`config.mk`:
```
export PLATFORM = sky130hd
export DESIGN_NAME = track_grouped_request_queue_flat
export DESIGN_NICKNAME = d
export VERILOG_FILES = /design/src/hdl/tgrq_pkg.sv /design/src/hdl/tgrq_if.sv /design/src/hdl/tgrq_cell.sv /design/src/hdl/track_grouped_request_queue.sv /design/src/flat_wrapper.sv
export SDC_FILE = /design/constraint.sdc
export NUM_CORES = 1
export LEC_CHECK = 0
export ABC_AREA = 1
export CAP_MARGIN = 10
export CORE_MARGIN = 2
export CORE_UTILIZATION = 55
export DETAILED_ROUTE_END_ITERATION = 16
export DONT_BUFFER_PORTS = 1
export PLACE_DENSITY = 0.73
export SETUP_SLACK_MARGIN = 0.05
export SYNTH_ARGS = -nofsm -noshare
export SYNTH_HDL_FRONTEND = slang
export SYNTH_HIERARCHICAL = 1
export SYNTH_SLANG_ARGS = --single-unit
```
`constraint.sdc`:
```
create_clock -name clk -period 7.3 [get_ports clk]
set_input_delay 0 -clock clk [delete_from_list [all_inputs] [get_ports clk]]
set_output_delay 0 -clock clk [all_outputs]
set_load 0.02 [all_outputs]
```
`src/hdl/tgrq_pkg.sv`:
```
// Package for the track grouped request queue.
// Holds the command and status codes, field widths and the cell structs.
// No dependencies.
package tgrq_pkg;

    localparam int TRACK_W = 10;
    localparam int ID_W    = 16;
    localparam int OCC_W   = 5;

    typedef enum logic [0:0] {
        CMD_INSERT = 1'b0,
        CMD_REMOVE = 1'b1
    } cmd_t;

    typedef enum logic [1:0] {
        ST_DONE  = 2'd0,
        ST_FULL  = 2'd1,
        ST_EMPTY = 2'd2
    } status_t;

    typedef struct packed {
        logic               valid;
        logic [TRACK_W-1:0] track;
        logic [ID_W-1:0]    id;
    } cell_data_t;

    typedef struct packed {
        logic seen;
        logic shift;
    } chain_t;

    typedef struct packed {
        logic               ins;
        logic               rem;
        logic [TRACK_W-1:0] track;
        logic [ID_W-1:0]    id;
    } cell_ctrl_t;

endpackage

```
`src/hdl/tgrq_if.sv`:
```
// Handshake interfaces for the request and response channels.
// Depends on tgrq_pkg.
interface tgrq_req_if
    import tgrq_pkg::*;
();
    logic               valid;
    logic               ready;
    cmd_t               command;
    logic [TRACK_W-1:0] track;
    logic [ID_W-1:0]    request_id;

    modport source (output valid, command, track, request_id, input ready);
    modport sink   (input valid, command, track, request_id, output ready);
endinterface

interface tgrq_rsp_if
    import tgrq_pkg::*;
();
    logic               valid;
    logic               ready;
    status_t            status;
    logic [ID_W-1:0]    out_id;
    logic [TRACK_W-1:0] out_track;
    logic [OCC_W-1:0]   occupancy;

    modport source (output valid, status, out_id, out_track, occupancy, input ready);
    modport sink   (input valid, status, out_id, out_track, occupancy, output ready);
endinterface

```
`src/hdl/tgrq_cell.sv`:
```
// One queue slot: holds a track and id, finds the insert point via the chain.
// Depends on tgrq_pkg.
module tgrq_cell
    import tgrq_pkg::*;
(
    input  logic       clk,
    input  logic       rst_n,
    input  cell_ctrl_t ctrl,
    input  chain_t     chain_in,
    output chain_t     chain_out,
    input  cell_data_t left,
    input  cell_data_t right,
    output cell_data_t data
);

    logic               valid_reg;
    logic               valid_next;
    logic [TRACK_W-1:0] track_reg;
    logic [TRACK_W-1:0] track_next;
    logic [ID_W-1:0]    id_reg;
    logic [ID_W-1:0]    id_next;
    logic               match;
    logic               here;

    assign match = valid_reg && (track_reg == ctrl.track);
    assign here  = !chain_in.shift && !match && (chain_in.seen || !valid_reg);

    assign chain_out.seen  = chain_in.seen | match;
    assign chain_out.shift = chain_in.shift | here;

    assign data.valid = valid_reg;
    assign data.track = track_reg;
    assign data.id    = id_reg;

    always_comb
    begin
        valid_next = valid_reg;
        track_next = track_reg;
        id_next    = id_reg;
        if (ctrl.ins)
        begin
            if (chain_in.shift)
            begin
                valid_next = left.valid;
                track_next = left.track;
                id_next    = left.id;
            end
            else if (here)
            begin
                valid_next = 1'b1;
                track_next = ctrl.track;
                id_next    = ctrl.id;
            end
        end
        else if (ctrl.rem)
        begin
            valid_next = right.valid;
            track_next = right.track;
            id_next    = right.id;
        end
    end

    always_ff @(posedge clk or negedge rst_n)
    begin
        if (!rst_n)
        begin
            valid_reg <= 1'b0;
        end
        else
        begin
            valid_reg <= valid_next;
        end
    end

    always_ff @(posedge clk)
    begin
        track_reg <= track_next;
        id_reg    <= id_next;
    end

endmodule

```
`src/hdl/track_grouped_request_queue.sv`:
```
// Top level of the track grouped request queue: a row of tgrq_cell slots,
// the fill count and the response register. Depends on tgrq_pkg, tgrq_if.
//
//  channel  dir  payload                                   handshake
//  req      in   command, track, request_id                valid/ready
//  rsp      out  status, out_id, out_track, occupancy      valid/ready
//
// One item per cycle; the response appears the cycle after the item is taken.
// The insert point is found along the cell chain, so the row length sets the
// critical path. Reset empties the queue at once, no clearing pass.
// A stalled response blocks new items; ready comes back as it is taken.
module track_grouped_request_queue
    import tgrq_pkg::*;
#(
    parameter int DEPTH = 16
)
(
    input  logic       clk,
    input  logic       rst_n,
    tgrq_req_if.sink   req,
    tgrq_rsp_if.source rsp
);

    localparam int CW = $clog2(DEPTH + 1);

    cell_data_t         cell_data [DEPTH];
    chain_t             chain     [DEPTH+1];
    cell_ctrl_t         ctrl;
    cell_data_t         edge_fill;
    logic               fire;
    logic               full;
    logic               empty;
    logic [CW-1:0]      count_reg;
    logic [CW-1:0]      count_next;
    logic               rsp_valid_reg;
    logic               rsp_valid_next;
    status_t            status_reg;
    status_t            status_next;
    logic [ID_W-1:0]    out_id_reg;
    logic [ID_W-1:0]    out_id_next;
    logic [TRACK_W-1:0] out_track_reg;
    logic [TRACK_W-1:0] out_track_next;
    logic [OCC_W-1:0]   occ_reg;
    logic [OCC_W-1:0]   occ_next;

    assign full  = cell_data[DEPTH-1].valid;
    assign empty = !cell_data[0].valid;

    assign req.ready = !rsp_valid_reg || rsp.ready;
    assign fire      = req.valid && req.ready;

    assign ctrl.ins   = fire && (req.command == CMD_INSERT) && !full;
    assign ctrl.rem   = fire && (req.command == CMD_REMOVE) && !empty;
    assign ctrl.track = req.track;
    assign ctrl.id    = req.request_id;

    assign edge_fill = '0;
    assign chain[0]  = '0;

    genvar g;
    generate
        for (g = 0; g < DEPTH; g++)
        begin : g_cell
            tgrq_cell u_cell (
                .clk       (clk),
                .rst_n     (rst_n),
                .ctrl      (ctrl),
                .chain_in  (chain[g]),
                .chain_out (chain[g+1]),
                .left      ((g == 0) ? edge_fill : cell_data[(g == 0) ? 0 : g-1]),
                .right     ((g == DEPTH-1) ? edge_fill
                                           : cell_data[(g == DEPTH-1) ? g : g+1]),
                .data      (cell_data[g])
            );
        end
    endgenerate

    always_comb
    begin
        count_next     = count_reg;
        rsp_valid_next = rsp_valid_reg;
        status_next    = status_reg;
        out_id_next    = out_id_reg;
        out_track_next = out_track_reg;
        occ_next       = occ_reg;
        if (rsp_valid_reg && rsp.ready)
        begin
            rsp_valid_next = 1'b0;
        end
        if (ctrl.ins)
        begin
            count_next = count_reg + CW'(1);
        end
        else if (ctrl.rem)
        begin
            count_next = count_reg - CW'(1);
        end
        if (fire)
        begin
            rsp_valid_next = 1'b1;
            out_id_next    = '0;
            out_track_next = '0;
            status_next    = ST_DONE;
            case (req.command)
                CMD_INSERT:
                begin
                    if (full)
                    begin
                        status_next = ST_FULL;
                    end
                end
                CMD_REMOVE:
                begin
                    if (empty)
                    begin
                        status_next = ST_EMPTY;
                    end
                    else
                    begin
                        out_id_next    = cell_data[0].id;
                        out_track_next = cell_data[0].track;
                    end
                end
                default:
                begin
                    status_next = ST_DONE;
                end
            endcase
            occ_next = OCC_W'(count_next);
        end
    end

    always_ff @(posedge clk or negedge rst_n)
    begin
        if (!rst_n)
        begin
            count_reg     <= '0;
            rsp_valid_reg <= 1'b0;
        end
        else
        begin
            count_reg     <= count_next;
            rsp_valid_reg <= rsp_valid_next;
        end
    end

    always_ff @(posedge clk)
    begin
        status_reg    <= status_next;
        out_id_reg    <= out_id_next;
        out_track_reg <= out_track_next;
        occ_reg       <= occ_next;
    end

    assign rsp.valid     = rsp_valid_reg;
    assign rsp.status    = status_reg;
    assign rsp.out_id    = out_id_reg;
    assign rsp.out_track = out_track_reg;
    assign rsp.occupancy = occ_reg;

`ifndef SYNTHESIS
    a_empty_count : assert property (@(posedge clk) disable iff (!rst_n)
        (count_reg == '0) == empty)
        else $error("fill count disagrees with head cell");

    a_full_count : assert property (@(posedge clk) disable iff (!rst_n)
        full |-> (count_reg == CW'(DEPTH)))
        else $error("last cell occupied but count not at depth");

    a_remove_rsp : assert property (@(posedge clk) disable iff (!rst_n)
        ctrl.rem |=> (rsp_valid_reg && (status_reg == ST_DONE)
                      && (count_reg == $past(count_reg) - CW'(1))))
        else $error("remove did not pop the head");

    a_ins_sites : assert property (@(posedge clk) disable iff (!rst_n)
        (ctrl.ins && !full) |-> chain[DEPTH].shift)
        else $error("insert found no free slot");
`endif

endmodule

```
`src/flat_wrapper.sv`:
```
// flat-port wrapper written by rule: the top's interface ports become plain ports
module track_grouped_request_queue_flat import tgrq_pkg::*;
#(
    parameter int DEPTH = 16
)
  (clk, rst_n, req_valid, req_command, req_track, req_request_id, req_ready, rsp_valid, rsp_status, rsp_out_id, rsp_out_track, rsp_occupancy, rsp_ready);
  tgrq_req_if req_i ();
  tgrq_rsp_if rsp_i ();
  input  logic clk;
  input  logic rst_n;
  input wire logic [$bits(req_i.valid)-1:0] req_valid;
  input wire logic [$bits(req_i.command)-1:0] req_command;
  input wire logic [$bits(req_i.track)-1:0] req_track;
  input wire logic [$bits(req_i.request_id)-1:0] req_request_id;
  output wire logic [$bits(req_i.ready)-1:0] req_ready;
  output wire logic [$bits(rsp_i.valid)-1:0] rsp_valid;
  output wire logic [$bits(rsp_i.status)-1:0] rsp_status;
  output wire logic [$bits(rsp_i.out_id)-1:0] rsp_out_id;
  output wire logic [$bits(rsp_i.out_track)-1:0] rsp_out_track;
  output wire logic [$bits(rsp_i.occupancy)-1:0] rsp_occupancy;
  input wire logic [$bits(rsp_i.ready)-1:0] rsp_ready;
  assign req_i.valid = req_valid;
  assign req_i.command = req_command;
  assign req_i.track = req_track;
  assign req_i.request_id = req_request_id;
  assign req_ready = req_i.ready;
  assign rsp_valid = rsp_i.valid;
  assign rsp_status = rsp_i.status;
  assign rsp_out_id = rsp_i.out_id;
  assign rsp_out_track = rsp_i.out_track;
  assign rsp_occupancy = rsp_i.occupancy;
  assign rsp_i.ready = rsp_ready;
  track_grouped_request_queue #(.DEPTH(DEPTH)) u_core (.clk(clk), .rst_n(rst_n), .req(req_i), .rsp(rsp_i));
endmodule
```
## After elaboration in Yosys (flattened, before gate mapping)

Index checks and enable logic that the tools add are counted.

- Add/subtract/negate cells: 2
- Equal/unequal tests: 32
- Reductions and logical operators: 136
- Bitwise operators: 29
- Multiplexer cells: 196

Operators by type and width:

| cell | number |
|---|---|
| 2-to-1 mux 16 bit | 63 |
| 2-to-1 mux 10 bit | 63 |
| == test 10 bit | 16 |
| 2-to-1 mux 1 bit | 66 |
| logical AND 1 bit | 53 |
| zero test 1 bit | 48 |
| != test 3 bit, second input constant | 15 |
| AND reduction 2 bit | 17 |
| bitwise OR 1 bit | 28 |
| logical OR 1 bit | 16 |
| 2-to-1 mux 5 bit | 2 |
| adder 5 x 1 -> 5 bit, second input constant | 1 |
| subtractor 5 x 1 -> 5 bit, second input constant | 1 |
| case mux 2 bit (2 select lines) | 1 |
| nonzero test 2 bit | 2 |
| 2-to-1 mux 2 bit | 1 |
| != test 2 bit, second input constant | 1 |
| NOT 1 bit | 1 |

- Output and inout port bits: 35
- Bits of input ports: 31
- Bits in registers: 471
- Logic and storage cells: 449

## Longest topological paths before layout

Gate-level depths: netlist (run 1).

- Depth in word-level cells: 66
- Gate-level depth with buffers: 57
- Gate-level depth less buffers: 57

## Hierarchy

Netlist (run 1), hierarchy kept.

Modules (own cells, without submodules):

| module | sequential area each (sq um) | area an instance (sq um) | times used | cells each |
|---|---|---|---|---|
| tgrq_cell | 805.8 | 1,586.5 | 16 | 199 |
| track_grouped_request_queue | 1,141.1 | 1,666.6 | 1 | 155 |

## Worst setup path after synthesis (run 1)

No wires, ideal clock.

- Path kind: flip-flop to flip-flop
- Start: register u_core.g_cell[0].u_cell.track_reg[9]
- End: register u_core.g_cell[15].u_cell.id_reg[0], enable pin
- Clock period less this slack: 7.906 ns
- Data arrival time: 7.526 ns
- Path slack: -0.606 ns
- Stages on the path, launching flop included: 54
- Library setup time: 0.381 ns
- Path buffers: 0
- Cells stage by stage: edfxtp_1 a21boi_2 nand3_2 nor2_2 nand2_2 nand2_2 nand2_1 a21oi_1 nand2_2 nand2_1 a21oi_1 nand2_2 nand2_1 a21oi_1 nand2_2 nand2_1 a21oi_1 nand2_2 [... 18 more ...] nand2_1 a21oi_1 nand2_2 nand2_1 a21oi_1 nand2_2 nand2_1 a21oi_1 nand2_2 nand2_1 a21oi_1 nand2_2 nand2_1 a21oi_1 nand2_2 nand2_2 nand2_2 inv_1

RTL lines:

| what | line | RTL |
|---|---|---|
| from (decl) | tgrq_cell.sv:18 | `logic [TRACK_W-1:0] track_reg;` |
| from (signal assigned) | tgrq_cell.sv:77 | `track_reg <= track_next;` |
| to (signal assigned) | tgrq_cell.sv:78 | `id_reg <= id_next;` |
| to (decl) | tgrq_cell.sv:20 | `logic [ID_W-1:0] id_reg;` |

==> results.sh, run 1 <==
export IMPL_root_buffer="clkbuf_16"
export IMPL_finalWeightedCongestion=0.908
export IMPL_io_buffers=0
export IMPL_die_h_um=226
export IMPL_grt_pass1_vias=23100
export IMPL_track_usage_pct=31.5
export IMPL_hp_start="req_track[9]"
export IMPL_hold_path_class="in2reg"
export IMPL_die_area_um2=51000
export IMPL_min_to="u_core/g_cell[10].u_cell/valid_reg"
export IMPL_finalSetupViolCount=0
export IMPL_std_cell_rows=81
export IMPL_syn_area_per_cell_um2=8.11
export IMPL_ioPinCount=66
export IMPL_largest_reg_flops=256
export IMPL_core_area_um2=48700
export IMPL_wire_per_inst_um=19.5
export IMPL_power_density_nw_per_um2=288
export IMPL_numCtsBuffers=51
export IMPL_cap_violations=0
export IMPL_final_cell_mix="nand2_1 (1550), edfxtp_1 (449), inv_1 (303)"
export IMPL_drive_gt1_share_pct=12.6
export IMPL_cts_tree="built"
export IMPL_routed_wl_um=80800
export IMPL_clk_pin_slew_worst_paths_ns=0.06
export IMPL_timing_fmax_mhz=146
export IMPL_worst_hold_slack_ns=0.0240
export IMPL_slew_viol_final=0
export IMPL_multi_input_area_um2=11100
export IMPL_crit_path_end_kind="flop"
export IMPL_crit_type="in2reg"
export IMPL_overflow=0
export IMPL_cts_path_max_buffers=3
export IMPL_cts_sinks=471
export IMPL_final_nets=3477
export IMPL_first_pass_iters=6
export IMPL_vias=23900
export IMPL_insertion_delay_ns=0.62
export IMPL_viasPerCell=5.76
export IMPL_grt_max_degree=49
export IMPL_worstRegToRegCells=56
export IMPL_crit_required_ns=7.62
export IMPL_slowest_stage="dlygate4sd3_1"
export IMPL_h_tree_depth=2
export IMPL_postPlaceCellArea_um2=27600
export IMPL_layout_commonest_cell="nand2_1"
export IMPL_cp_max_fo=20
export IMPL_p_leak_nw=13.6
export IMPL_synthToLayoutAreaGrowth_pct=12.6
export IMPL_synthCells=3336
export IMPL_synth_area_um2=27000
export IMPL_drt_iter0_drc=2674
export IMPL_ir_drop_mv=0.192
export IMPL_worstPathArrival_ns=7.17
export IMPL_period_needed_ns=6.85
export IMPL_fin_skew_ns=0.0248
export IMPL_num_antenna_cells=0
export IMPL_yosys_warnings=6
export IMPL_hold_depth=10
export IMPL_r2r_setup_slack_ns=0.50
export IMPL_seq_area_um2=14000
export IMPL_tightest_slew_ns=1.24
export IMPL_drc=0
export IMPL_hold_viol=0
export IMPL_cp_common_cell="nand2_2"
export IMPL_slew_headroom_pct=17.4
export IMPL_power_w=0.00876
export IMPL_initial_utilization_pct=55.5
export IMPL_ant_nets=0
export IMPL_status="finished, final reports clean"
export IMPL_grt_pass1_wl_um=126000
export IMPL_rsz0062_at_grt="false"
export IMPL_r2r_start="u_core/g_cell[0].u_cell/track_reg[6]"
export IMPL_fin_crit_sh_pct=93.8
export IMPL_die_w_um=226
export IMPL_place_hpwl_um=53300
export IMPL_fin_area_um2=30400
export IMPL_antenna_found_initial=4
export IMPL_startpoint_type="input port"
export IMPL_max_stage_delay_ns=0.79
export IMPL_r2r_end="u_core/g_cell[15].u_cell/track_reg[3]"
export IMPL_fill_cells=4114
-- worst max path at each step --
stage / from / to / slack, ns / cells past startpoint
after CTS: req_track[9] / u_core/g_cell[15].u_cell/track_reg[3] / 0.06 / 56
final: req_track[4] / u_core/g_cell[15].u_cell/track_reg[3] / 0.45 / 59
after global placement: u_core/g_cell[0].u_cell/track_reg[6] / u_core/g_cell[15].u_cell/id_reg[13] / -0.22 / 54
after floorplan: u_core/g_cell[0].u_cell/track_reg[9] / u_core/g_cell[15].u_cell/id_reg[0] / 0.12 / 52
after detailed placement: u_core/g_cell[0].u_cell/track_reg[6] / u_core/g_cell[15].u_cell/id_reg[5] / -0.51 / 54
after global routing: u_core/g_cell[0].u_cell/track_reg[4] / u_core/g_cell[15].u_cell/id_reg[11] / 0.05 / 57
-- per-layer routing --
layer	up-vias	wire (um)	part of all wire (%)	global-route usage (%)
met4	8	3310	4.1	13.0
met5	-	44	0.054	0
li1	11000	-	-	-
met1	11400	31800	39	40.5
met2	1308	38000	47	52.4
met3	262	7710	9.5	6.17
-- through the flow --
step	util (%)	setup WS (ns)	setup TNS, ns	cells
after CTS	62.1	0.0637	0	4147
after global routing	62.5	0.0520	0	4151
after global placement	56.6	-0.215	-5.57	3970
after floorplan	-	0.121	0	3394
after detailed placement	56.6	-0.513	-13.31	3970
final	62.5	0.455	0	4151
-- final cells by class --
cell class              count  share of cell area, %
flip-flops and latches    471                   46.1
multi-input cells        2390                   36.4
inverters                 435                   5.38
clock buffers              58                   4.31
repair buffers             94                   3.58
well taps                 664                   2.73
clock inverters            38                   1.47
repair inverters            1                 0.0247
-- critical path, delay by kind of cell --
family,cells,cell delay (ns)
AO/OA/AOI/OAI,15,1.81
buffers and inverters,5,1.36
AND/OR/NAND/NOR,39,3.96
-- report_power, final --
group | leakage, nW | internal (W) | switching (W)
registers | 4.46 | 0.00364 | 0.000403
logic | 8.30 | 0.000653 | 0.00130
clock network | 0.860 | 0.00162 | 0.00114
-- timing repair --
item	CTS	global route
hold buffers	75	0
cloned	1	0
hold endpoints to repair	515	0
resized for setup	4	14
buffers inserted	5	0
endpoints found under the setup margin	39	131
pin swaps	1	0
No activity file was read; power rests on OpenSTA's default activity.
==> inputs of run 2 (changes only) <==
CAP_MARGIN = 15   (was 10)
CTS_BUF_LIST = sky130_fd_sc_hd__clkbuf_4   (was not set)
==> run 2 against run 1 <==
  * Cell count grew 4.4%
  * Die area unchanged
  * Register-to-register slack worse by 0.10 ns
  * Worst hold slack better by 0.045 ns
  * Non-clock buffer count rose by 37
  * Maximum frequency decreased by 0.79%
  * Critical path type is now reg2reg
  * Critical endpoint is now u_core/g_cell[15].u_cell/id_reg[1]
==> results.sh, run 2 (same netlist as run 1, synthesis figures left out) <==
export IMPL_max_stage_delay_ns=0.56
export IMPL_grt_pass1_vias=23900
export IMPL_cp_max_fo=13
export IMPL_clk_pin_slew_worst_paths_ns=0.08
export IMPL_final_cell_mix="nand2_1 (1551), edfxtp_1 (449), inv_1 (302)"
export IMPL_finalWeightedCongestion=0.908
export IMPL_track_usage_pct=32.4
export IMPL_h_tree_depth=4
export IMPL_fill_cells=4041
export IMPL_die_h_um=226
export IMPL_io_buffers=0
export IMPL_power_w=0.00870
export IMPL_antenna_found_initial=8
export IMPL_initial_utilization_pct=55.5
export IMPL_cts_tree="built"
export IMPL_cts_path_max_buffers=3
export IMPL_worstRegToRegCells=48
export IMPL_slew_headroom_pct=22.8
export IMPL_ioPinCount=66
export IMPL_die_w_um=226
export IMPL_vias=24600
export IMPL_die_area_um2=51000
export IMPL_std_cell_rows=81
export IMPL_largest_reg_flops=256
export IMPL_drc=0
export IMPL_first_pass_iters=6
export IMPL_hold_path_class="in2async"
export IMPL_power_density_nw_per_um2=281
export IMPL_hold_viol=0
export IMPL_viasPerCell=5.67
export IMPL_wire_per_inst_um=19.0
export IMPL_slew_viol_final=0
export IMPL_crit_type="reg2reg"
export IMPL_grt_pass1_wl_um=128000
export IMPL_period_needed_ns=6.90
export IMPL_fin_skew_ns=0.0640
export IMPL_routed_wl_um=82200
export IMPL_ir_drop_mv=0.132
export IMPL_numCtsBuffers=134
export IMPL_insertion_delay_ns=1.03
export IMPL_grt_max_degree=49
export IMPL_crit_path_end_kind="flop"
export IMPL_worst_hold_slack_ns=0.0690
export IMPL_cap_violations=0
export IMPL_p_leak_nw=14.0
export IMPL_r2r_start="u_core/g_cell[4].u_cell/track_reg[9]"
export IMPL_dp_cells=3972
export IMPL_tightest_slew_ns=1.16
export IMPL_finalSetupViolCount=0
export IMPL_root_buffer="clkbuf_4"
export IMPL_core_area_um2=48700
export IMPL_cts_sinks=471
export IMPL_fin_setup_tns_ns=0
export IMPL_timing_fmax_mhz=145
export IMPL_stdcell_count=4333
export IMPL_worstPathArrival_ns=7.59
export IMPL_overflow=0
export IMPL_startpoint_type="flop"
export IMPL_crit_required_ns=7.99
export IMPL_ant_nets=0
export IMPL_fin_crit_sh_pct=94.5
export IMPL_synthToLayoutAreaGrowth_pct=14.5
export IMPL_rsz0062_at_grt="false"
export IMPL_r2r_end="u_core/g_cell[15].u_cell/id_reg[1]"
export IMPL_drt_iter0_drc=2840
export IMPL_cp_common_cell="nand2_2"
export IMPL_drive_gt1_share_pct=16.1
export IMPL_place_hpwl_um=53400
export IMPL_slowest_stage="dlygate4sd3_1"
export IMPL_final_nets=3597
export IMPL_layout_commonest_cell="nand2_1"
export IMPL_status="finished, final reports clean"
export IMPL_r2r_setup_slack_ns=0.40
run 2: critical path, delay by kind of cell (launching register included):
family | cells | cell delay [ns]
DFF | 1 | 0.41
AOI/OAI and AO/OA | 11 | 1.24
and+or+nand+nor | 30 | 2.85
buffers and inverters | 7 | 2.03
run 2: timing repair:
item                                    4_1_cts  5_1_grt
setup buffers                                 6        2
hold buffers                                104        0
pin swaps                                     1        0
gates resized for setup                       5       16
cloned                                        1        0
hold endpoints to repair                    552        0
endpoints found under the setup margin       51      132
run 2: worst max-delay path by stage:
stage,startpoint,end,cells past startpoint,slack [ns]
6_report,u_core/g_cell[4].u_cell/track_reg[9],u_core/g_cell[15].u_cell/id_reg[1],48,0.40
5_1_grt,u_core/g_cell[4].u_cell/track_reg[9],u_core/g_cell[15].u_cell/id_reg[1],48,0.06
4_1_cts,u_core/g_cell[4].u_cell/track_reg[9],u_core/g_cell[12].u_cell/track_reg[0],39,0.17
3_5_place_dp,u_core/g_cell[0].u_cell/track_reg[6],u_core/g_cell[15].u_cell/id_reg[5],54,-0.47
3_3_place_gp,u_core/g_cell[0].u_cell/track_reg[6],u_core/g_cell[15].u_cell/id_reg[13],54,-0.22
2_1_floorplan,u_core/g_cell[0].u_cell/track_reg[9],u_core/g_cell[15].u_cell/id_reg[0],52,0.12
run 2: routing by layer:
layer	global-route usage (%)	vias to the layer above	wire length [um]
met2	52.9	1425	39100
met4	15.3	8	3070
met3	7.72	271	8130
li1	-	11300	-
met5	0	-	37
met1	40.7	11600	31900
run 2: through the flow:
stage | cell area, um2 | worst slack, ns | utilization [%]
final | 31000 | 0.400 | 63.5
after global routing | 31000 | 0.0590 | 63.5
after CTS | 30700 | 0.172 | 62.9
after detailed placement | 27700 | -0.473 | 56.8
after global placement | 27600 | -0.215 | 56.6
after floorplan | 27300 | 0.121 | -
run 2: final cells by class:
class | instances | area, um2 | area share, %
tap | 664 | 831 | 2.68
clock inverter | 32 | 274 | 0.885
multi-input combinational | 2390 | 11100 | 35.9
clock buffer | 199 | 1490 | 4.82
sequential | 471 | 14000 | 45.3
antenna | 10 | 25.0 | 0.0808
timing repair buffer | 131 | 1560 | 5.03
inverter | 435 | 1640 | 5.31
timing repair inverter | 1 | 7.51 | 0.0242
run 2: power by group:
group | total (W) | internal (W) | switching, W
Clock | 0.00262 | 0.00142 | 0.00120
Combinational | 0.00204 | 0.000708 | 0.00133
Sequential | 0.00404 | 0.00363 | 0.000405
Total | 0.00870 | 0.00576 | 0.00293
